--- src/sv/color_ramp_lookup_assert.svh ---
// Assertion macros for the color ramp lookup block.
// Expects clk_i and rst_ni in the scope of every use.
`ifndef COLOR_RAMP_LOOKUP_ASSERT_SVH
`define COLOR_RAMP_LOOKUP_ASSERT_SVH

// Same-cycle implication, off during reset.
`define CRL_ASSERT_SAME(lbl, ante, cons) \
  lbl: assert property (@(posedge clk_i) disable iff (!rst_ni) (ante) |-> (cons)) \
    else $error("color ramp lookup assertion failed");

// Next-cycle implication, off during reset.
`define CRL_ASSERT_NEXT(lbl, ante, cons) \
  lbl: assert property (@(posedge clk_i) disable iff (!rst_ni) (ante) |=> (cons)) \
    else $error("color ramp lookup assertion failed");

`endif

--- src/sv/crl_pkg.sv ---
// Shared types and constants of the color ramp lookup block.
// No dependencies.
package crl_pkg;

  localparam int KeyW = 16;
  localparam int ChW  = 8;
  localparam int NCh  = 4;
  localparam int ColW = NCh * ChW;
  localparam int NumW = 24;
  localparam int QuoW = 8;

  localparam logic [1:0] CfgMode    = 2'd0;
  localparam logic [1:0] CfgCount   = 2'd1;
  localparam logic [1:0] CfgDefault = 2'd2;

  localparam logic CmdWrite  = 1'b0;
  localparam logic CmdLookup = 1'b1;

  typedef logic [NCh-1:0][ChW-1:0] crl_color_t;

  typedef struct packed {
    logic dflt;
    logic interp;
  } crl_sel_t;

  typedef struct packed {
    logic [NCh-1:0][NumW-1:0] rem;
    logic [NCh-1:0][QuoW-1:0] quo;
    logic [NCh-1:0]           neg;
    logic [KeyW-1:0]          delta;
    crl_color_t               base;
    logic                     dflt;
  } crl_div_t;

endpackage

--- src/sv/crl_div.sv ---
// Pipelined restoring divider, one quotient bit per stage, four channels.
// Depends on crl_pkg.
module crl_div (
  input  logic              clk_i,
  input  logic              rst_ni,
  input  logic              adv_i,
  input  logic              valid_i,
  input  crl_pkg::crl_div_t data_i,
  output logic              valid_o,
  output crl_pkg::crl_div_t data_o
);

  localparam int NStg = crl_pkg::QuoW;

  logic              vld_q [NStg];
  crl_pkg::crl_div_t stg_q [NStg];
  crl_pkg::crl_div_t stg_d [NStg];

  always_comb begin
    for (int k = 0; k < NStg; k++) begin
      logic [crl_pkg::NumW-1:0] shifted;
      stg_d[k] = (k == 0) ? data_i : stg_q[(k == 0) ? 0 : k - 1];
      shifted  = crl_pkg::NumW'(stg_d[k].delta) << (NStg - 1 - k);
      for (int c = 0; c < crl_pkg::NCh; c++) begin
        if (stg_d[k].rem[c] >= shifted) begin
          stg_d[k].rem[c] = stg_d[k].rem[c] - shifted;
          stg_d[k].quo[c][NStg-1-k] = 1'b1;
        end else begin
          stg_d[k].quo[c][NStg-1-k] = 1'b0;
        end
      end
    end
  end

  always_ff @(posedge clk_i or negedge rst_ni) begin
    if (!rst_ni) begin
      for (int k = 0; k < NStg; k++) begin
        vld_q[k] <= 1'b0;
      end
    end else if (adv_i) begin
      for (int k = 0; k < NStg; k++) begin
        vld_q[k] <= (k == 0) ? valid_i : vld_q[(k == 0) ? 0 : k - 1];
      end
    end
  end

  always_ff @(posedge clk_i) begin
    if (adv_i) begin
      for (int k = 0; k < NStg; k++) begin
        stg_q[k] <= stg_d[k];
      end
    end
  end

  assign valid_o = vld_q[NStg-1];
  assign data_o  = stg_q[NStg-1];

endmodule

--- config.mk ---
export PLATFORM = sky130hd
export DESIGN_NAME = crl_div
export DESIGN_NICKNAME = d
export VERILOG_FILES = /design/src/sv/color_ramp_lookup_assert.svh /design/src/sv/crl_pkg.sv /design/src/sv/crl_div.sv
export SDC_FILE = /design/constraint.sdc
export NUM_CORES = 2
export LEC_CHECK = 0
export BUFFER_PORTS_ARGS = -buffer_cell sky130_fd_sc_hd__buf_2
export CAP_MARGIN = 20
export CORE_UTILIZATION = 35
export CTS_BUF_LIST = sky130_fd_sc_hd__clkbuf_4
export CTS_CLUSTER_SIZE = 8
export DETAILED_ROUTE_END_ITERATION = 10
export SETUP_SLACK_MARGIN = 0.05
export SLEW_MARGIN = 0
export SYNTH_ARGS = -nofsm -noshare
export SYNTH_HDL_FRONTEND = slang
export SYNTH_SLANG_ARGS = --single-unit
--- constraint.sdc ---
create_clock -name clk_i -period 4.13 [get_ports clk_i]
set_input_delay 0.413 -clock clk_i [delete_from_list [all_inputs] [get_ports clk_i]]
set_output_delay 0.413 -clock clk_i [all_outputs]
set_load 0.05 [all_outputs]
# Word-level counts from Yosys, hierarchy flattened
# Memories as Yosys holds them, arrays and structs flattened.
# Index checks and enable logic that the tools add are counted.
# word_totals
regBits	8
ramBits	1448
inputBits	185
out_inout_bits	182
elab_cells	139
n_memories	1
# mem_list
memory	depth	width	read_ports	rd_clocked_by_memory_dff	write_ports	line_no	rtl
stg_q	8	181	8	0	8	crl_div.sv:16	crl_pkg::crl_div_t stg_q [NStg];
# classes
n_addsub	32
magnitude_cmp	32
n_mux	66
# op_table
cell	count
$mux 24	32
$ge 24x16->1	4
$ge 24x17->1	4
$ge 24x18->1	4
$ge 24x19->1	4
$ge 24x20->1	4
$ge 24x21->1	4
$ge 24x22->1	4
$ge 24x23->1	4
$sub 24x16->24	4
$sub 24x17->24	4
$sub 24x18->24	4
$sub 24x19->24	4
$sub 24x20->24	4
$sub 24x21->24	4
$sub 24x22->24	4
$sub 24x23->24	4
$mux 1	34

# Longest topological paths before layout
# depth
ltp_word	2
ltp_mapped	14
ltp_nobuf	13

# Worst setup path before layout
# OpenSTA, ideal clock, no wires.
# synth_timing
kind	register -> register
startpoint	memory stg_q[0][396] (netlist name)
endpoint	memory stg_q[0][723] (netlist name), data pin
setup_ps	260
arrival_time_ps	3073
required_ps	3870
setup_slack_ps	797
path_stages_with_launch	11
path_buffers	0
period_less_slack_ps	3333
cell_sequence	edfxtp_1 -> inv_1 -> ha_1 -> nor2b_1 -> o31a_1 -> or4b_2 -> a32oi_1 -> a31oi_1 -> a41o_1 -> nor3_1 -> mux2_2
# synth_rtl
item	line_no
from (decl)	crl_div.sv:16

==> impl_metrics.toml <==
[outcome]
status = "completed"

[finish]
final_cell_mix = "1,336 x edfxtp_1, 521 x a21oi_1, 512 x ha_1"
fin_nets = 8133
drive_gt1_frac = 0.167
final_common_cell = "edfxtp_1"
area_growth_syn_to_layout_pct = 17.1
nFillCells = 20600

[clock_network]
cts-buffers-inserted = 368
clk_pin_slew_ps = 70
cts_tree = "built"
clockRootBuffer = "clkbuf_4"
insertion_delay_ps = 1320
clockBufferDepth = 4
cts_sinks = 1344
h-tree-depth = 5

[detailed_routing]
first_pass_iters = 6
avgViaCountPerCell = 5.07
route.vias.total = 53200
wl_per_cell_um = 18.4
antenna_left = 0
drt_iter0_markers = 3573
wl_um = 193000
drc = 0

[yosys]
yosysTopAreaCell = "edfxtp_1"
synthArstFlopShare = 0.00595
synth_enable_flop_cells = 1336
synth.yosys.warnings = 0
synthesis.nets = 7222
synth_area_leaders = "edfxtp_1 53%, ha_1 8.5%, a21oi_1 3.5%"
ys_seq_elements = 1344
yosys_most_used_dff = "edfxtp_1"
synth_top_area_share = 0.532
syn_area_mm2 = 0.0754
yosysSeqAreaShare = 0.534
synthCells = 6493
yosysUniqueCellTypes = 85
avgSynthCellArea_um2 = 11.6

[worst_setup_path]
crit_path_end_kind = "flip-flop"
cp_slowest_stage_delay_ps = 750
ff2ff_path_depth = 11
critPathTopFamily = "compound AO/OA/AOI/OAI gates"
cp-endpoint = "stg_q[0][107]"
r2r_setup_slack_ps = 310
critPathMostFrequentCell = "dlygate4sd3_1"
cp-startpoint = "data_i[92]"
r2r-end = "stg_q[1][542]"
arrival_ps = 4910
cp-start-kind = "input port"
path_class = "input port to flip-flop"
cpMaxStageDelayCell = "a2bb2oi_2"
r2r-start = "stg_q[1][214]"
required_ps = 5110
crit_cells = 14
path_cells = "dlygate4sd3_1 > buf_2 > dlygate4sd3_1 > inv_1 > ha_1 > nor2b_1 > o31a_1 > o31ai_1 > a211oi_1 > o311ai_0 > a21boi_0 > a2bb2oi_2 > mux2_2 > dlygate4sd3_1"
crit_fanout = 17
crit_buf_inv = 5

[die]
rows = 170
ioPinCount = 367
die_area_mm2 = 0.217
chipHeight_um = 466
die_w_um = 466
initial_core_util = 0.352
core_area_mm2 = 0.214

[power_and_ir_drop]
p_leak_uw = 0.0342
vdd_drop_max_uv = 324
powerDensity_mw_per_mm2 = 632

[place]
port_buffers = 334
hpwl_um = 147000
gp_congestion = 0.908

[global_routing]
grt_pass1_vias = 52000
antenna_found_initial = 2
globalRouteOverflowTotal = 0
grt_pass1_wl_um = 294000
track_usage = 0.173
grt_max_degree = 136

[timing]
maxSlewHeadroom = 0.246
tightestPinTransition_ps = 1130
setup-violations-final = 0
hold_viol = 0
skew_ps = 104
tns_ps = 0
finalCriticalPeriod_ps = 3940
holdWs_ps = 256
rsz0062_at_grt = "false"
period_share = 0.953
maxSlewViolCount = 0
fmax_mhz = 254

[worst_hold_path]
hp-class = "input port to flip-flop"

[flow_run]
max-cap-violations = 0
timing repair:
item | CTS | global route
endpoints found under the setup margin | 0 | 1
buffers inserted | 0 | 0
endpoints found under the hold margin | 1113 | 0
hold buffers | 369 | 0
resized for setup | 0 | 1
flip-flops by register name (all words and copies together), names as in the netlist:
| name | flops |
|---|---|
| stg_q | 1336 |
| valid_o | 1 |
| vld_q | 7 |
Yosys cell counts, types with 173 or more instances:
cell / count
edfxtp_1: 1336
a21oi_1: 523
ha_1: 512
nor2_1: 475
nand2_1: 387
o21ai_0: 372
inv_1: 314
xnor2_1: 270
xor2_1: 225
mux2_2: 184
buf_4: 181
a21o_1: 173
metrics by stage:
step / std cells / instance area (µm²) / total power [µW] / utilization / setup WS (ps)
2_1_floorplan: 6493 / 75400 / 38300 / - / 797
3_3_place_gp: 9502 / 80200 / 43700 / 0.374 / 381
3_5_place_dp: 9502 / 80200 / 44000 / 0.374 / 318
4_1_cts: 10500 / 88300 / 56200 / 0.412 / 345
5_1_grt: 10500 / 88300 / 59700 / 0.412 / 75.4
6_report: 10500 / 88300 / 55800 / 0.412 / 195
per-layer routing:
layer | GRT usage | up-vias | wire (µm)
li1 | - | 26400 | -
met1 | 0.235 | 24800 | 90600
met2 | 0.267 | 1543 | 84600
met3 | 0.0275 | 431 | 8360
met4 | 0.0910 | 0 | 9590
met5 | 0 | - | 0
final cells by class:
class                      instances  area [µm²]  area share
tap                             2838        3550      0.0402
clock inverter                   114         696     0.00788
sequential                      1344       40300       0.456
inverter                         316        1190      0.0134
multi-input combinational       4536       32200       0.364
timing repair buffer             838        6680      0.0756
antenna                            6        15.0    0.000170
clock buffer                     493        3700      0.0419
worst register-to-register path: stages, from the launching register on:
cell and delay, ps:
edfxtp_1 690, ha_1 270, inv_1 60, fa_1 410, a211oi_1 350, o21ai_0 180, a31o_2 270, a41oi_1 250
o21ai_0 180, a21o_1 220, a2111oi_0 560, mux2i_1 180
worst min path at each step:
stage / from / end / slack (ps) / cells after the start
4_1_cts: data_i[132] / stg_q[0][132] / 20 / 6
2_1_floorplan: rst_ni / valid_o / 120 / 0
3_5_place_dp: rst_ni / valid_o / 260 / 1
6_report: data_i[132] / stg_q[0][132] / 260 / 6
5_1_grt: data_i[132] / stg_q[0][132] / 130 / 6
3_3_place_gp: rst_ni / valid_o / 260 / 1
power by group:
group / leakage, µW / switching [µW] / internal [µW] / total [µW]
sequential: 0.0130 / 2250 / 19600 / 21800
clock: 0.00264 / 5370 / 6020 / 11400
combinational: 0.0186 / 13100 / 9550 / 22600
total: 0.0342 / 20700 / 35100 / 55800
cells by family after synthesis:
kind of cell    share of synthesized area
simple gates                        0.108
compound gates                      0.138
flops                               0.534
buf+inv                            0.0398
fa+ha+maj                          0.0934
xor+xnor                           0.0575
mux                                0.0297
Note: power is estimated with default switching activity, not from simulation.
