==> config.mk <==
export PLATFORM = sky130hd
export DESIGN_NAME = crl_ram
export DESIGN_NICKNAME = d
export VERILOG_FILES = /design/src/sv/color_ramp_lookup_assert.svh /design/src/sv/crl_ram.sv
export SDC_FILE = /design/constraint.sdc
export NUM_CORES = 1
export LEC_CHECK = 0
export ABC_CLOCK_PERIOD_IN_PS = 2700
export BUFFER_PORTS_ARGS = -buffer_cell sky130_fd_sc_hd__buf_2
export CAP_MARGIN = 20
export CORE_MARGIN = 1.5
export CORE_UTILIZATION = 61
export DETAILED_ROUTE_END_ITERATION = 12
export HOLD_SLACK_MARGIN = 0.15
export PLACE_DENSITY = 0.79
export SLEW_MARGIN = 20
export SYNTH_ARGS = -nofsm -noshare
export SYNTH_HDL_FRONTEND = slang
export SYNTH_SLANG_ARGS = --single-unit
==> constraint.sdc <==
create_clock -name clk_i -period 2.7 [get_ports clk_i]
set_clock_uncertainty 0.1 [all_clocks]
set_input_delay 0.405 -clock clk_i [delete_from_list [all_inputs] [get_ports clk_i]]
set_output_delay 0.405 -clock clk_i [all_outputs]
set_load 0.01 [all_outputs]
==> src/sv/color_ramp_lookup_assert.svh <==
// Assertion macros for the color ramp lookup block.
// Expects clk_i and rst_ni in the scope of every use.
`ifndef COLOR_RAMP_LOOKUP_ASSERT_SVH
`define COLOR_RAMP_LOOKUP_ASSERT_SVH

// Same-cycle implication, off during reset.
`define CRL_ASSERT_SAME(lbl, ante, cons) \
  lbl: assert property (@(posedge clk_i) disable iff (!rst_ni) (ante) |-> (cons)) \
    else $error("color ramp lookup assertion failed");

// Next-cycle implication, off during reset.
`define CRL_ASSERT_NEXT(lbl, ante, cons) \
  lbl: assert property (@(posedge clk_i) disable iff (!rst_ni) (ante) |=> (cons)) \
    else $error("color ramp lookup assertion failed");

`endif

==> src/sv/crl_ram.sv <==
// Generic single-write, single-read RAM with registered read data.
// No dependencies.
module crl_ram #(
  parameter int Width = 8,
  parameter int Depth = 8
) (
  input  logic                     clk_i,
  input  logic                     we_i,
  input  logic [$clog2(Depth)-1:0] waddr_i,
  input  logic [Width-1:0]         wdata_i,
  input  logic                     re_i,
  input  logic [$clog2(Depth)-1:0] raddr_i,
  output logic [Width-1:0]         rdata_o
);

  logic [Width-1:0] mem_q [Depth];
  logic [Width-1:0] rdata_q;

  always_ff @(posedge clk_i) begin
    if (we_i) begin
      mem_q[waddr_i] <= wdata_i;
    end
    if (re_i) begin
      rdata_q <= mem_q[raddr_i];
    end
  end

  assign rdata_o = rdata_q;

endmodule

Word-level counts from Yosys, hierarchy flattened --
Memories as Yosys holds them, arrays and structs flattened. A register that Yosys moved wholly into a read port is not among the register bits. Index checks and enable logic that the tools add are counted.
Storage, ports and cells: input bits 17, word-level logic and storage cells 3, memories 1, RAM bits 64, register bits 0, output and inout port bits 8
Memories:
- mem_q | words 8, width 8, read ports 1, clocked after memory_dff 1, wr ports 1, RTL line crl_ram.sv:16 | logic [Width-1:0] mem_q [Depth];
Cells by class: mux-type cells 2
Operators with widths (count):
- $mux W1 | 2

Longest topological paths before layout --
Gate-level depths: netlist of the first run.
word-level depth 2, mapped depth 4, mapped depth without buffers 2

Least setup slack after synthesis of the first run --
OpenSTA, ideal clock, no wires.
path type input -> register, start in raddr_i[0], end reg rdata_q[1] (netlist: rdata_o[1]) (read register of mem_q), data pin, setup time 0.260 ns, buffers on the path 2, arrival 1.428 ns, required time 2.340 ns, slack 0.912 ns, stages 4, path through buf_6 -> buf_12 -> mux4_1 -> mux2_2
RTL lines:
- from (decl) | RTL line crl_ram.sv:12 | input logic [$clog2(Depth)-1:0] raddr_i,
- to (decl) | RTL line crl_ram.sv:17 | logic [Width-1:0] rdata_q;

==> run metrics, run 1 <==
slew margin rel. 65.78%; Placer Congestion 0.6792; P_int 0.001945 W; synth cell count leaders edfxtp_1, mux4_1, mux2_2, nor2_1, nand2b_1; fin crit period 1760 ps; register share of total power 54.0%; synthesized area 0.002771 mm^2; switch share 18.31%; CP Launch Type input port; fill cell count 245; latest clock arrival within the worst-skew pair 330 ps; area leader, netlist edfxtp_1; DRT Pass-1 Iters 4; GRT Overall Usage 21.89%; Ports 25; worst path cell trace buf_2 > mux4_1 > mux2_2; initial drt markers 88; CP bufs+invs 1; layout cells sized above 1 35.03%; first-pass GRT wire length 7.148 mm; min-delay worst type in -> reg; ys flop type edfxtp_1; CP max stage delay 650 ps; vias per cell 6.010; Clock Pin Slew Worst Setup and Hold Paths 70 ps; Power Density 742.2 mW/mm^2; Rows 24; Net Switching 0.0004360 W; static leakage 1.132 nW; Req. time, crit path 2690 ps; Slew Limit Fails 0; CTS tree done; vias 1256; Syn Nets 131; Synth top area share 78.01%; Die X 70.41 um; Max clock buf depth 2; Distinct cells, synth 13; Critical Path End Type flop; Num CTS Buffers 9; final net count 169; number of synthesis warnings 0; Area contributors post-synth edfxtp_1, mux4_1, mux2_2, mux4_2, nor2_1; worst hold slack 236.5 ps; fmax 0.5681 GHz; measured slew at the worst slew-check pin 511.5 ps; WP data arrival 1750 ps; Top delay family on crit path multiplexers; antenna diode count 0; outcome completed; core area 0.004354 mm^2; Async SR Flop Fraction 0%; die area 0.004957 mm^2; DP Wirelength 2.809 mm; clock share of power 40.9%; final hold violation count 0; sequential element share of the synthesized area 78.01%; WL per Instance 22.83 um; multi-input combinational cell area 565.5 um^2; flops & latches, synth 72; Comb power frac 5.1%; CTS resizes 0; Setup Total Neg Slack 0 ps; Tcrit/Tclk final 65.19%; CP max FO 16; PortBufs 24; total setup buffers inserted after CTS 0; area delta synth->final 15.76%; RSZ-0062 raised after global routing no; top-count cell post-synth edfxtp_1; EDFF count, synth 72; vias in the first global route 1275; Critical Path Slowest Stage Cell mux4_1; initial antenna violation count 0; largest net degree at the start of global routing 17; post-cts hold buffer count 0; final WL 4.772 mm; peak supply drop 0.5385 mV; H-tree depth 3; max cap viols 0; CP Class in -> reg; Overflow after GRT 0; Post-Synthesis Cells 114; Setup Viol. Count Final 0; Reg area 0.002162 mm^2; synthesized area per cell 24.31 um^2; Die Ht 70.41 um; post-route ant nets 0; Starting Density 63.65%; clock sink count 72; CTS Root Cell clkbuf_8; # DRC 0
-- power groups by stage --
stage	clock network, W	logic (W)	registers [W]
2_1_floorplan	0	0.0000675	0.00131
3_5_place_dp	0	0.000123	0.00131
4_1_cts	0.000987	0.000124	0.00129
6_report	0.000973	0.000122	0.00129
5_1_grt	0.00104	0.000132	0.00129
3_3_place_gp	0	0.000115	0.00131
-- path summary, 6_finish.rpt --
path / slack (ps) / cells after the start / start / endpoint
max reg2reg: 1120 / 2 / mem_q[1][5]$_DFFE_PP_ / rdata_o[5]$_DFFE_PP_
min reg2reg: 660 / 2 / mem_q[0][6]$_DFFE_PP_ / rdata_o[6]$_DFFE_PP_
max: 940 / 3 / raddr_i[0] / rdata_o[5]$_DFFE_PP_
min: 240 / 1 / wdata_i[3] / mem_q[3][3]$_DFFE_PP_
-- cells by family (layout without fill, tap and decap cells) --
group / count (synthesis) / in the layout / synth area share, %
buffers and inverters: 5 / 48 / 1.580
DFF: 72 / 72 / 78.01
muxes: 24 / 24 / 18.28
and+or+nand+nor: 13 / 13 / 2.122
-- per-layer routing --
metal	GRT usage (%)	wire, um	part of all wire, %	up-vias
met2	33.86	2469	52	37
met5	0	0	0	-
li1	-	-	-	569
met3	5.339	184	3.9	10
met4	10.90	104	2.2	0
met1	29.58	2014	42	640
-- cell type report --
class / count / share of cell area, %
clock buffer: 10 / 3.978
clock inverter: 6 / 3.354
timing repair buffer: 32 / 5.616
multi-input combinational: 37 / 17.63
tap: 52 / 2.028
sequential: 72 / 67.39
-- stage by stage --
step | util (%) | worst slack [ps] | power, W | area [um^2] | cells
after floorplan | - | 911.9 | 0.001380 | 2771 | 114
after global placement | 68.28 | 664.2 | 0.001422 | 2973 | 193
after detailed placement | 68.28 | 604.7 | 0.001433 | 2973 | 193
after CTS | 73.68 | 946.1 | 0.002398 | 3208 | 209
after global routing | 73.68 | 902.7 | 0.002459 | 3208 | 209
final | 73.68 | 939.8 | 0.002381 | 3208 | 209
-- state kept, by name, summed over array words and instances, names as in the netlist --
name and flops:
mem_q 64, rdata_o 8
-- cells in the final DEF, fill, tap and decap left out --
cell type / count
nor2_1: 6
nand2b_1: 3
clkinv_2: 1
clkbuf_1: 1
buf_2: 24
mux2_2: 8
bufinv_16: 3
edfxtp_1: 72
buf_4: 8
clkinv_4: 1
clkinv_1: 1
mux4_2: 1
nor3_1: 2
nand2_1: 2
mux4_1: 15
clkbuf_8: 9
(Power assumes the default switching activity.)
==> inputs of run 2 (changes only) <==
--- a/config.mk
+++ b/config.mk
@@ -5,14 +5,14 @@
 export SDC_FILE = /design/constraint.sdc
 export NUM_CORES = 1
 export LEC_CHECK = 0
-export ABC_CLOCK_PERIOD_IN_PS = 2700
+export ABC_CLOCK_PERIOD_IN_PS = 1700
 export BUFFER_PORTS_ARGS = -buffer_cell sky130_fd_sc_hd__buf_2
 export CAP_MARGIN = 20
 export CORE_MARGIN = 1.5
-export CORE_UTILIZATION = 61
+export CORE_UTILIZATION = 58
 export DETAILED_ROUTE_END_ITERATION = 12
 export HOLD_SLACK_MARGIN = 0.15
-export PLACE_DENSITY = 0.79
+export PLACE_DENSITY = 0.76
 export SLEW_MARGIN = 20
 export SYNTH_ARGS = -nofsm -noshare
 export SYNTH_HDL_FRONTEND = slang
==> constraint.sdc (replaced) <==
create_clock -name clk_i -period 1.7 [get_ports clk_i]
set_clock_uncertainty 0.1 [all_clocks]
set_input_delay 0.255 -clock clk_i [delete_from_list [all_inputs] [get_ports clk_i]]
set_output_delay 0.255 -clock clk_i [all_outputs]
set_load 0.01 [all_outputs]
==> run 2 against run 1 <==
Critical path depth is 1 lower. Combinational power is 79% higher. First-iteration DRC count is 6.8% lower. Worst hold slack worse by 44 ps.
==> run metrics, run 2 (synthesis gave the netlist of run 1 again) <==
worst setup path endpoint rdata_o[1]$_DFFE_PP_; worst hold slack 192.9 ps; Clock Pin Slew Worst Setup and Hold Paths 80 ps; Die Ht 72.13 um; Overflow after GRT 0; Biggest register mem_q; critical path launch point mem_q[1][1]$_DFFE_PP_; CTS Root Cell clkbuf_8; instance count on the critical path 2; H-tree depth 3; min-delay worst type in -> reg; static leakage 1.162 nW; largest net degree at the start of global routing 17; R2R Path Start mem_q[1][1]$_DFFE_PP_; CP Class reg -> reg; final hold violation count 0; CP max stage delay 510 ps; Slew Limit Fails 0; antenna diode count 0; CP bufs+invs 0; Placer Congestion 0.6724; GRT Overall Usage 20.06%; PortBufs 24; final WL 4.483 mm; core area 0.004474 mm^2; Power Density 1079 mW/mm^2; Setup Viol. Count Final 0; initial antenna violation count 0; Rows 24; worst-case reg-to-reg path depth 2; max FFs per register 64; max cap viols 0; latest clock arrival within the worst-skew pair 330 ps; outcome completed; CP max FO 1; WL per Instance 20.47 um; commonest non-fill, non-tap cells in the layout edfxtp_1, buf_2, mux4_1; Top delay family on crit path multiplexers; DP Wirelength 2.752 mm; fmax 0.6699 GHz; vias 1262; post-route ant nets 0; Req. time, crit path 1690 ps; WP data arrival 1480 ps; layout cells sized above 1 35.33%; fill cell count 244; vias in the first global route 1338; slew margin rel. 76.23%; initial drt markers 82; clock sink count 72; final net count 179; RSZ-0062 raised after global routing no; peak supply drop 0.8044 mV; commonest non-fill, non-tap cell in the layout edfxtp_1; r2r endpoint rdata_o[1]$_DFFE_PP_; Starting Density 61.94%; Critical Path Slowest Stage Cell mux4_1; R2R Setup Slk 210 ps; Placed Cells 195; CTS tree done; total setup buffers inserted after CTS 0; area delta synth->final 18.69%; worst path cell trace mux4_1 > mux2_2; Finished Layout Cells 219; Num CTS Buffers 9; DRT Pass-1 Iters 4; CP Launch Type flop; fin crit period 1493 ps; Ports 25; # DRC 0; first-pass GRT wire length 6.996 mm; min-delay src re_i; vias per cell 5.763; pre-CTS setup slack -18.04 ps; final setup margin 207.2 ps; Die X 72.13 um; Critical Path End Type flop; measured slew at the worst slew-check pin 356.6 ps; Max clock buf depth 2; die area 0.005202 mm^2; Tcrit/Tclk final 87.81%
[run 2: cell count changes in the layout (fill, tap and decap cells not counted), sizes merged]
cell	delta
buf	+2
dlygate4sd3	+8
bufinv	-2
clkbuf	-1
clkinv	+1
clkinvlp	+2
[run 2: routing by layer]
metal  global-route usage, %  part of all wire (%)  vias up
li1                        -                     -      584
met1                   24.64                    39      626
met2                   33.02                    52       43
met3                   4.861                   6.2        9
met4                   11.32                   2.6        0
met5                       0                     0        -
[run 2: through the flow]
step	setup TNS, ps	util, %	power, W	instance area, um^2
floorplan	0	-	0.002192	2771
global placement	-20.26	67.34	0.002272	3013
detailed placement	-48.85	67.34	0.002283	3013
CTS	0	73.52	0.003578	3289
global route	0	73.52	0.003669	3289
finish	0	73.52	0.003549	3289
[run 2: timing repair]
| item | in CTS | in global routing |
|---|---|---|
| resized for setup | 0 | 0 |
| hold buffers | 8 | 0 |
| endpoints found under the hold margin | 64 | 0 |
[run 2: worst min path at each step]
stage / slack [ps] / to / cells past startpoint
after global placement: 400 / mem_q[2][3]$_DFFE_PP_ / 1
after floorplan: 250 / mem_q[0][0]$_DFFE_PP_ / 0
after CTS: 190 / rdata_o[7]$_DFFE_PP_ / 1
final: 190 / rdata_o[0]$_DFFE_PP_ / 1
after global routing: 180 / rdata_o[0]$_DFFE_PP_ / 1
after detailed placement: 420 / mem_q[6][5]$_DFFE_PP_ / 1
[run 2: layout make-up]
cell class	count	area, um^2	area share, %
Sequential cell	72	2162	65.73
Multi-Input combinational cell	37	565.5	17.19
Timing Repair Buffer	42	300.3	9.129
Clock buffer	9	123.9	3.766
Clock inverter	7	72.57	2.206
Tap cell	52	65.06	1.978
[run 2: power by group]
group          internal, W  switching [W]
sequential         0.00203      0.0000134
clock             0.000676       0.000616
combinational     0.000114       0.000104
