--- src/sv/color_ramp_lookup_assert.svh ---
// Assertion macros for the color ramp lookup block.
// Expects clk_i and rst_ni in the scope of every use.
`ifndef COLOR_RAMP_LOOKUP_ASSERT_SVH
`define COLOR_RAMP_LOOKUP_ASSERT_SVH

// Same-cycle implication, off during reset.
`define CRL_ASSERT_SAME(lbl, ante, cons) \
  lbl: assert property (@(posedge clk_i) disable iff (!rst_ni) (ante) |-> (cons)) \
    else $error("color ramp lookup assertion failed");

// Next-cycle implication, off during reset.
`define CRL_ASSERT_NEXT(lbl, ante, cons) \
  lbl: assert property (@(posedge clk_i) disable iff (!rst_ni) (ante) |=> (cons)) \
    else $error("color ramp lookup assertion failed");

`endif

--- src/sv/crl_pkg.sv ---
// Shared types and constants of the color ramp lookup block.
// No dependencies.
package crl_pkg;

  localparam int KeyW = 16;
  localparam int ChW  = 8;
  localparam int NCh  = 4;
  localparam int ColW = NCh * ChW;
  localparam int NumW = 24;
  localparam int QuoW = 8;

  localparam logic [1:0] CfgMode    = 2'd0;
  localparam logic [1:0] CfgCount   = 2'd1;
  localparam logic [1:0] CfgDefault = 2'd2;

  localparam logic CmdWrite  = 1'b0;
  localparam logic CmdLookup = 1'b1;

  typedef logic [NCh-1:0][ChW-1:0] crl_color_t;

  typedef struct packed {
    logic dflt;
    logic interp;
  } crl_sel_t;

  typedef struct packed {
    logic [NCh-1:0][NumW-1:0] rem;
    logic [NCh-1:0][QuoW-1:0] quo;
    logic [NCh-1:0]           neg;
    logic [KeyW-1:0]          delta;
    crl_color_t               base;
    logic                     dflt;
  } crl_div_t;

endpackage

--- src/sv/crl_search.sv ---
// Key register file and parallel key compare of the color ramp lookup.
// Depends on crl_pkg.
module crl_search #(
  parameter int MaxEntries = 8
) (
  input  logic                                  clk_i,
  input  logic                                  wr_en_i,
  input  logic [$clog2(MaxEntries)-1:0]         wr_addr_i,
  input  logic signed [crl_pkg::KeyW-1:0]       wr_key_i,
  input  logic signed [crl_pkg::KeyW-1:0]       value_i,
  input  logic                                  present_i,
  input  logic [3:0]                            count_i,
  input  logic                                  mode_i,
  output crl_pkg::crl_sel_t                     sel_o,
  output logic [$clog2(MaxEntries)-1:0]         prev_o,
  output logic [$clog2(MaxEntries)-1:0]         next_o
);

  localparam int IW = $clog2(MaxEntries);
  localparam int CW = $clog2(MaxEntries + 1);

  logic signed [crl_pkg::KeyW-1:0] key_q [MaxEntries];
  logic [CW-1:0] n;
  logic [CW-1:0] idx;

  always_ff @(posedge clk_i) begin
    if (wr_en_i) begin
      key_q[wr_addr_i] <= wr_key_i;
    end
  end

  always_comb begin
    n = (8'(count_i) > 8'(MaxEntries)) ? CW'(MaxEntries) : CW'(count_i);
    // first entry in use whose key exceeds the value, else n
    idx = n;
    for (int j = MaxEntries - 1; j >= 0; j--) begin
      if ((CW'(j) < n) && (key_q[j] > value_i)) begin
        idx = CW'(j);
      end
    end
    sel_o.dflt   = !present_i || (n == '0);
    sel_o.interp = mode_i && (idx != '0) && (idx != n);
    prev_o = (idx == '0) ? '0 : IW'(idx - 1'b1);
    next_o = (idx == n) ? prev_o : IW'(idx);
  end

endmodule

--- config.mk ---
export PLATFORM = sky130hd
export DESIGN_NAME = crl_search
export DESIGN_NICKNAME = d
export VERILOG_FILES = /design/src/sv/color_ramp_lookup_assert.svh /design/src/sv/crl_pkg.sv /design/src/sv/crl_search.sv
export SDC_FILE = /design/constraint.sdc
export NUM_CORES = 1
export LEC_CHECK = 0
export BUFFER_PORTS_ARGS = -buffer_cell sky130_fd_sc_hd__clkbuf_2
export CAP_MARGIN = 20
export CORE_MARGIN = 1
export CORE_UTILIZATION = 55
export CTS_BUF_LIST = sky130_fd_sc_hd__clkbuf_4 sky130_fd_sc_hd__clkbuf_8
export DETAILED_ROUTE_END_ITERATION = 10
export PLACE_DENSITY = 0.86
export SYNTH_ARGS = -nofsm -noshare
export SYNTH_HDL_FRONTEND = slang
export SYNTH_SLANG_ARGS = --single-unit
--- constraint.sdc ---
create_clock -name clk_i -period 17.4 [get_ports clk_i]
set_input_delay 5.22 -clock clk_i [delete_from_list [all_inputs] [get_ports clk_i]]
set_output_delay 5.22 -clock clk_i [all_outputs]
set_load 0.05 [all_outputs]
Word level (Yosys, flattened, before mapping)
Memories as Yosys holds them, arrays and structs flattened. Cells that the tools add are included.

Memories kept: 1. Latch bits: 0. Bits of input ports: 43. Bits in read-only memories: 0. Word-level logic and storage cells: 49. Register bits after elaboration: 0. Output and inout bits: 8. Bits in writable memories: 128.

Reductions and logical operators: 15. Shifts and indexed selects: 0. Equality and inequality tests: 2. Add/sub/neg operators: 1. Divide/modulo/power cells: 0. $lt $le $gt $ge: 17. Multiplexer cells: 13. $mul: 0. Bitwise operators: 0.

Memories: key_q (depth 8, bits a word 16, rd ports 8, clocked after Yosys merged registers in 0, wr ports 1, RTL line crl_search.sv:22) `logic signed [crl_pkg::KeyW-1:0] key_q [MaxEntries];`.

Operator list (count): $gt 16x16->1 (8); $mux 4 (9); $lt 3x4->1 const A (4); $logic_and 1x1->1 (10); $logic_not 4->1 (2); $lt 1x4->1 const A (2); $lt 2x4->1 const A (2); $mux 3 (2); $eq 4x4->1 (1); $gt 4x4->1 const B (1); $ne 4x4->1 (1); $reduce_bool 4->1 (1); $sub 3x1->3 const B (1); $mux 1 (2); $logic_not 1->1 (1); $logic_or 1x1->1 (1).

Logic depth before layout (Yosys ltp)
Gate-level depths: netlist (run 1).

Depth after elaboration: 15. Gate-level depth with buffers: 12. Mapped depth without buffers: 12.

Least setup slack after synthesis (run 1)
No wires, ideal clock.

Kind: input -> output. Start: in value_i[13] (netlist bit). End: out next_o[1]. Slack: 3.513 ns. Stages on the path: 12. Data required time: 12.180 ns. Path buffers: 0. Arrival time: 8.667 ns. Path through: inv_1 -> ha_1 -> a21o_1 -> a21o_1 -> a221o_1 -> or3_1 -> mux2i_2 -> a311oi_2 -> o21ai_1 -> a2bb2o_1 -> a32oi_1 -> o211ai_2.

Cells in the longest elaborated chain, start to end: 13. Elaborated cells between the ends (all ways): 29. Those cells by class: add/sub: 1; order compare: 8; eq/ne: 1; mux: 10; reduce/logical: 9.

RTL lines: from (decl) (RTL line crl_search.sv:10) `input logic signed [crl_pkg::KeyW-1:0] value_i,`; $gt 16x16->1 (RTL line crl_search.sv:37) `if ((CW'(j) < n) && (key_q[j] > value_i)) begin`; $logic_and 1x1->1 (RTL line crl_search.sv:37); $mux 4 (7 in series) (RTL line crl_search.sv:37); $mux 4 (*) (RTL line crl_search.sv:37); $sub 3x1->3 / $logic_not 4->1 (equally long branches) (RTL line crl_search.sv:43) `prev_o = (idx == '0) ? '0 : IW'(idx - 1'b1);`; $mux 3 (*) (RTL line crl_search.sv:43); net prev_o[1] (RTL line crl_search.sv:15) `output logic [$clog2(MaxEntries)-1:0] prev_o,`; $mux 3 (*) (RTL line crl_search.sv:44) `next_o = (idx == n) ? prev_o : IW'(idx);`; to (decl) (RTL line crl_search.sv:16) `output logic [$clog2(MaxEntries)-1:0] next_o`.

The timed path passes the listed nets; every way through them passes the cells marked *.

Worst setup path in the final report (run 1)
Start: in value_i[15] (netlist bit). End: out next_o[1].

Cells in the longest elaborated chain, start to end: 13. Elaborated cells between the ends (all ways): 29. Those cells by class: add/sub: 1; order compare: 8; eq/ne: 1; mux: 10; reduce/logical: 9.

RTL lines (RTL line): $gt 16x16->1 (crl_search.sv:37); $logic_and 1x1->1 (crl_search.sv:37); $mux 4 (7 in series) (crl_search.sv:37); $mux 4 (*) (crl_search.sv:37); $sub 3x1->3 / $logic_not 4->1 (equally long branches) (crl_search.sv:43); $mux 3 (crl_search.sv:43); $mux 3 (*) (crl_search.sv:44).

Every way passes the cells marked *; elsewhere a longest branch is shown, timed or not.

==> run_summary.xml, run 1 <==
<?xml version="1.0" encoding="UTF-8"?>
<metrics>
  <group name="status">
    <metric name="run_status" unit="">complete, no violations</metric>
  </group>
  <group name="sta">
    <metric name="rsz_0062_raised_after_global_routing" unit="">no</metric>
    <metric name="worst_pin_slew" unit="ps">859.3</metric>
    <metric name="finalSetupViolations" unit="">0</metric>
    <metric name="final.period_utilization" unit="">0.8263</metric>
    <metric name="worst_slew_margin_rel" unit="">0.4123</metric>
    <metric name="timing.final.hold_violations" unit="">0</metric>
    <metric name="finalSetupTns" unit="ps">0</metric>
    <metric name="max_freq" unit="MHz">69.56</metric>
    <metric name="min_period" unit="ps">14380</metric>
    <metric name="finalMaxSlewViolations" unit="">0</metric>
  </group>
  <group name="cts">
    <metric name="ctsLongestPathBuffers" unit="">2</metric>
    <metric name="cts_tree" unit="">yes</metric>
    <metric name="post_cts_resize_count" unit="">0</metric>
    <metric name="hold_bufs_at_cts" unit="">0</metric>
    <metric name="cts_made_buffers" unit="">17</metric>
    <metric name="htree_num_levels" unit="">4</metric>
    <metric name="cts.clk_slew.worst_paths" unit="ps">70</metric>
    <metric name="cts_sinks" unit="">128</metric>
    <metric name="post-cts-setup-buffers" unit="">0</metric>
    <metric name="clock_tree.root_cell" unit="">clkbuf_8</metric>
  </group>
  <group name="worst_setup_path">
    <metric name="cp_max_fo" unit="">8</metric>
    <metric name="critPathArrivalTime" unit="ps">9160</metric>
    <metric name="crit_type" unit="">primary input to output pin</metric>
    <metric name="crit_path_end_kind" unit="">output pin</metric>
    <metric name="critical_path_required" unit="ps">12180</metric>
    <metric name="timing.critical_path.from_type" unit="">primary input</metric>
  </group>
  <group name="global_route">
    <metric name="grt_antenna_before_repair" unit="">0</metric>
    <metric name="maximum_number_of_pins_on_one_net_before_global_route_repair" unit="">17</metric>
    <metric name="grt-ovfl-total" unit="">0</metric>
    <metric name="grt_pass1_vias" unit="">5317</metric>
    <metric name="grt_first_pass_wirelength" unit="um">28020</metric>
    <metric name="track_usage" unit="">0.2860</metric>
  </group>
  <group name="routing">
    <metric name="detail_route.drc_violations" unit="">0</metric>
    <metric name="routed_wirelength" unit="um">18090</metric>
    <metric name="via_density" unit="">6.318</metric>
    <metric name="postRouteAntennaNets" unit="">0</metric>
    <metric name="detailroute.via_count" unit="">5200</metric>
    <metric name="routedWlPerCell" unit="um">21.98</metric>
    <metric name="drt_iter0_drc" unit="">503</metric>
    <metric name="detailedRoute.firstPassIterationCount" unit="">5</metric>
  </group>
  <group name="power">
    <metric name="power.density" unit="nW/um2">83.56</metric>
    <metric name="ir_drop" unit="mV">0.05530</metric>
    <metric name="p_leak" unit="nW">3.375</metric>
  </group>
  <group name="final_layout">
    <metric name="layout.area.seq" unit="um2">3844</metric>
    <metric name="fillCellCount" unit="">942</metric>
    <metric name="areaGrowthSynthToFinish" unit="%">12.01</metric>
    <metric name="nets" unit="">809</metric>
    <metric name="multiInputGateArea" unit="um2">3316</metric>
    <metric name="largest-register" unit="">key_q</metric>
    <metric name="largest_register_ff_count" unit="">128</metric>
    <metric name="top_regs" unit="">key_q x128</metric>
    <metric name="antenna_cells_inserted" unit="">0</metric>
    <metric name="share_of_layout_cells_above_drive_strength_1" unit="">0.1536</metric>
    <metric name="finish.utilization" unit="">0.6385</metric>
  </group>
  <group name="synthesis">
    <metric name="synth_seq_cells" unit="">128</metric>
    <metric name="synth_area_leader_cell" unit="">edfxtp_1</metric>
    <metric name="synth_edf_count" unit="">128</metric>
    <metric name="yosys_most_used_dff" unit="">edfxtp_1</metric>
    <metric name="netlist.area_leader.share" unit="">0.5279</metric>
    <metric name="synth-seq-area-share" unit="">0.5279</metric>
    <metric name="synthesis.nets" unit="">734</metric>
    <metric name="syn_area" unit="um2">7281</metric>
    <metric name="post_synth_num_cell_types" unit="">54</metric>
    <metric name="post_synth_main_area_contributors" unit="">edfxtp_1 (53%), ha_1 (22%), a21oi_1 (3.1%)</metric>
    <metric name="syn-instance-count" unit="">563</metric>
    <metric name="yosys-top-cells-count" unit="">edfxtp_1 (128), ha_1 (128), a21oi_1 (45)</metric>
    <metric name="synthArstFlopShare" unit="">0</metric>
    <metric name="synthesis.yosys.warnings" unit="">0</metric>
    <metric name="synth.avg_cell_area" unit="um2">12.93</metric>
  </group>
  <group name="hold_path">
    <metric name="hold_path.class" unit="">primary input to flip-flop</metric>
    <metric name="worstHoldPathCells" unit="">1</metric>
  </group>
  <group name="die">
    <metric name="fp.coreArea" unit="um2">12770</metric>
    <metric name="std_cell_rows" unit="">41</metric>
    <metric name="die_w" unit="um">117.1</metric>
    <metric name="starting_density" unit="">0.5700</metric>
    <metric name="boundaryPins" unit="">51</metric>
    <metric name="die_area" unit="um2">13700</metric>
    <metric name="die_height" unit="um">117.1</metric>
  </group>
  <group name="placed_design">
    <metric name="numPortBuffers" unit="">50</metric>
    <metric name="detailed_place_hpwl" unit="um">13810</metric>
    <metric name="gpl.final_weighted_congestion" unit="">1.013</metric>
  </group>
  <group name="job">
    <metric name="maxCapViolCount" unit="">0</metric>
  </group>
</metrics>
cell usage in the layout (no fill, tap or decap), drive strengths merged, types with 7 or more instances in the layout:
master    n
nand2b    8
clkbuf   69
clkinv    7
a21o     19
nand2    34
edfxtp  128
inv      33
o21ai    15
a21oi    45
nand3     7
nor4      7
nand4    26
buf       8
nor2     23
ha      128
o211ai    9
a31oi     7
metrics by stage:
step / area, um2 / setup slack [ps] / hold WS, ps / std cells / power, mW
global route: 8155 / 2899 / 5091 / 823 / 0.7062
finish: 8155 / 3023 / 5085 / 823 / 0.6814
global placement: 7809 / 3191 / 5529 / 791 / 0.4540
floorplan: 7281 / 3513 / 5319 / 563 / 0.4230
CTS: 8155 / 3095 / 5093 / 823 / 0.6815
detailed placement: 7809 / 3115 / 5549 / 791 / 0.4600
power by group:
part           switching (mW)  internal [mW]  total [mW]
clock                   0.114          0.113       0.226
sequential            0.00300          0.350       0.353
combinational          0.0669         0.0357       0.103
total                   0.183          0.498       0.681
cell type report:
| type | instances | area share |
|---|---|---|
| inverters | 33 | 0.01519 |
| clock inverters | 13 | 0.01197 |
| multi-input cells | 400 | 0.4066 |
| flip-flops and latches | 128 | 0.4713 |
| well taps | 172 | 0.02639 |
| clock buffers | 19 | 0.03053 |
| repair buffers | 58 | 0.03805 |
logic make-up after synthesis:
| logic type | Yosys count | share of synthesized area |
|---|---|---|
| AO/OA/AOI/OAI | 130 | 0.1253 |
| AND/OR/NAND/NOR | 134 | 0.09658 |
| flip-flops | 128 | 0.5279 |
| adder cells (fa/ha/maj) | 128 | 0.2200 |
| multiplexers | 7 | 0.01100 |
| buffers and inverters | 35 | 0.01804 |
| XOR/XNOR | 1 | 0.001203 |
worst paths after layout:
| kind | slack [ps] | start | to |
|---|---|---|---|
| max | 3020 | value_i[15] | next_o[1] |
| min | 5080 | wr_key_i[5] | key_q[0][5] |
routing by layer:
| metal | routed length [um] | track usage |
|---|---|---|
| met1 | 7030 | 0.3542 |
| met4 | 606 | 0.1215 |
| met3 | 1576 | 0.05819 |
| met5 | 0 | 0 |
| met2 | 8872 | 0.4892 |
worst max-delay path: stages:
cell	delay, ps
clkbuf_2	70
inv_1	140
ha_1	440
nand4_1	280
or4_1	710
a21oi_1	240
or3_1	200
mux2i_2	330
a311oi_2	210
o21ai_1	360
a2bb2o_1	380
a32oi_1	240
o211ai_2	90
clkbuf_2	240
Power figures use the tool's default switching activity.
==> run 2, diff against run 1 <==
- PLACE_DENSITY: 0.86 -> 0.89
- clock period: 17.4 -> 12.4 ns (I/O delays scaled with it)
==> run 2 against run 1 <==
Effect of this change:
- worst hold slack got worse by 1500 ps
- critical path depth did not move
- count of clock-buffer cells in the layout is 2 lower
- sequential share of layout area down 0.19 points
- via count grew 3.0%
- sequential cell count unchanged
- die area is the same
- final area up 0.40%
- global-route usage grew 1.1 points
- critical path type unchanged
- non-clock buffer count did not move
- setup slack worse by 2000 ps
- total power increased by 45%
==> run_summary.xml, run 2 (synthesis gave the netlist of run 1 again) <==
<?xml version="1.0" encoding="UTF-8"?>
<metrics>
  <group name="job">
    <metric name="maxCapViolCount" unit="">0</metric>
  </group>
  <group name="global_route">
    <metric name="grt_pass1_vias" unit="">5430</metric>
    <metric name="grt-ovfl-total" unit="">0</metric>
    <metric name="grt_first_pass_wirelength" unit="um">28880</metric>
    <metric name="maximum_number_of_pins_on_one_net_before_global_route_repair" unit="">17</metric>
    <metric name="track_usage" unit="">0.2967</metric>
    <metric name="grt_antenna_before_repair" unit="">0</metric>
  </group>
  <group name="sta">
    <metric name="worst_slew_margin_rel" unit="">0.4504</metric>
    <metric name="worst_pin_slew" unit="ps">819.4</metric>
    <metric name="finalSetupTns" unit="ps">0</metric>
    <metric name="rsz_0062_raised_after_global_routing" unit="">no</metric>
    <metric name="timing.final.hold_violations" unit="">0</metric>
    <metric name="finalSetupViolations" unit="">0</metric>
    <metric name="final.period_utilization" unit="">0.9139</metric>
    <metric name="finalMaxSlewViolations" unit="">0</metric>
    <metric name="min_period" unit="ps">11330</metric>
    <metric name="max_freq" unit="MHz">88.24</metric>
  </group>
  <group name="cts">
    <metric name="htree_num_levels" unit="">4</metric>
    <metric name="cts.clk_slew.worst_paths" unit="ps">70</metric>
    <metric name="hold_bufs_at_cts" unit="">0</metric>
    <metric name="cts_tree" unit="">yes</metric>
    <metric name="post_cts_resize_count" unit="">0</metric>
    <metric name="ctsLongestPathBuffers" unit="">2</metric>
    <metric name="clock_tree.root_cell" unit="">clkbuf_8</metric>
    <metric name="cts_made_buffers" unit="">17</metric>
    <metric name="cts_sinks" unit="">128</metric>
    <metric name="post-cts-setup-buffers" unit="">0</metric>
  </group>
  <group name="placed_design">
    <metric name="detailed_place_hpwl" unit="um">13520</metric>
    <metric name="number_of_instances_in_the_placed_design" unit="">791</metric>
    <metric name="gpl.final_weighted_congestion" unit="">0.9802</metric>
    <metric name="numPortBuffers" unit="">50</metric>
  </group>
  <group name="die">
    <metric name="die_height" unit="um">117.1</metric>
    <metric name="boundaryPins" unit="">51</metric>
    <metric name="starting_density" unit="">0.5700</metric>
    <metric name="die_area" unit="um2">13700</metric>
    <metric name="fp.coreArea" unit="um2">12770</metric>
    <metric name="die_w" unit="um">117.1</metric>
    <metric name="std_cell_rows" unit="">41</metric>
  </group>
  <group name="final_layout">
    <metric name="areaGrowthSynthToFinish" unit="%">12.46</metric>
    <metric name="share_of_layout_cells_above_drive_strength_1" unit="">0.1567</metric>
    <metric name="fillCellCount" unit="">898</metric>
    <metric name="multiInputGateArea" unit="um2">3316</metric>
    <metric name="largest-register" unit="">key_q</metric>
    <metric name="antenna_cells_inserted" unit="">0</metric>
    <metric name="layout.area.seq" unit="um2">3844</metric>
    <metric name="largest_register_ff_count" unit="">128</metric>
    <metric name="stdcell_count" unit="">823</metric>
    <metric name="nets" unit="">809</metric>
    <metric name="layout_common_cells" unit="">ha_1 (128), edfxtp_1 (128), clkbuf_2 (50)</metric>
    <metric name="top_regs" unit="">key_q x128</metric>
  </group>
  <group name="power">
    <metric name="p_leak" unit="nW">3.398</metric>
    <metric name="ir_drop" unit="mV">0.09236</metric>
    <metric name="clock_power_share" unit="">0.352</metric>
    <metric name="power.density" unit="nW/um2">120.8</metric>
    <metric name="p_sw" unit="mW">0.2712</metric>
    <metric name="share_comb_of_total_power" unit="">0.148</metric>
    <metric name="p_seq_frac" unit="">0.501</metric>
    <metric name="p_sw_frac" unit="">0.2742</metric>
    <metric name="cell_internal_pwr" unit="mW">0.7178</metric>
  </group>
  <group name="routing">
    <metric name="postRouteAntennaNets" unit="">0</metric>
    <metric name="via_density" unit="">6.510</metric>
    <metric name="routedWlPerCell" unit="um">22.89</metric>
    <metric name="detail_route.drc_violations" unit="">0</metric>
    <metric name="drt_iter0_drc" unit="">571</metric>
    <metric name="routed_wirelength" unit="um">18840</metric>
    <metric name="detailedRoute.firstPassIterationCount" unit="">5</metric>
    <metric name="detailroute.via_count" unit="">5358</metric>
  </group>
  <group name="worst_setup_path">
    <metric name="crit_type" unit="">primary input to output pin</metric>
    <metric name="crit_path_end_kind" unit="">output pin</metric>
    <metric name="cp_max_fo" unit="">8</metric>
    <metric name="critPathArrivalTime" unit="ps">7610</metric>
    <metric name="timing.critical_path.from_type" unit="">primary input</metric>
    <metric name="critical_path_required" unit="ps">8680</metric>
    <metric name="cp-startpoint" unit="">value_i[15]</metric>
  </group>
  <group name="status">
    <metric name="run_status" unit="">complete, no violations</metric>
  </group>
  <group name="hold_path">
    <metric name="start_point_of_the_worst_min_delay_path" unit="">wr_key_i[8]</metric>
    <metric name="hold_path.class" unit="">primary input to flip-flop</metric>
  </group>
</metrics>
run 2: cell types whose count changed in the layout (fill, tap and decap cells not counted):
cell / delta
clkinvlp_4: -2
clkbuf_4: -2
clkinv_4: +3
clkinv_1: -2
clkinv_2: +1
inv_6: +1
bufinv_16: +1
run 2: path summary, 6_finish.rpt:
path | endpoint | slack [ps] | cells past startpoint
setup / recovery | next_o[1] | 1070 | 14
hold / removal | key_q[7][8] | 3560 | 1
run 2: metrics by stage:
stage | worst slack [ps] | util | total power, mW | hold WS, ps | area, um2
finish | 1067 | 0.6410 | 0.9890 | 3562 | 8188
global route | 885.0 | 0.6410 | 1.025 | 3568 | 8188
CTS | 1157 | 0.6410 | 0.9861 | 3558 | 8188
detailed placement | 1173 | 0.6113 | 0.6442 | 4026 | 7809
global placement | 1180 | 0.6113 | 0.6363 | 4007 | 7809
floorplan | 1513 | - | 0.5935 | 3819 | 7281
run 2: layer usage:
layer | track usage | vias up | wire (um)
met5 | 0 | - | 0
met4 | 0.1705 | 0 | 961
met3 | 0.09372 | 85 | 1904
met2 | 0.4876 | 324 | 8912
met1 | 0.3446 | 2555 | 7060
li1 | - | 2394 | -
run 2: layout make-up:
| class | instances | share of cell area |
|---|---|---|
| flip-flops and latches | 128 | 0.4694 |
| multi-input cells | 400 | 0.4050 |
| repair buffers | 58 | 0.03790 |
| clock buffers | 17 | 0.02858 |
| well taps | 172 | 0.02628 |
| clock inverters | 15 | 0.01773 |
| inverters | 33 | 0.01513 |
run 2: worst max-delay path, cell delays in order:
cell and delay (ps):
clkbuf_2 70, inv_1 130, ha_1 450, nand4_1 310, or4_1 700, a21oi_1 230
or3_1 200, mux2i_2 300, a311oi_2 190, o21ai_1 350, a2bb2o_1 380, a32oi_1 230
o211ai_2 90, clkbuf_2 240
run 2: power groups by stage:
stage / registers [mW] / logic (mW) / clock network, mW
after global placement: 0.503 / 0.133 / 0
after CTS: 0.495 / 0.143 / 0.348
final: 0.495 / 0.146 / 0.348
after floorplan: 0.503 / 0.0905 / 0
after detailed placement: 0.505 / 0.140 / 0
after global routing: 0.496 / 0.159 / 0.370
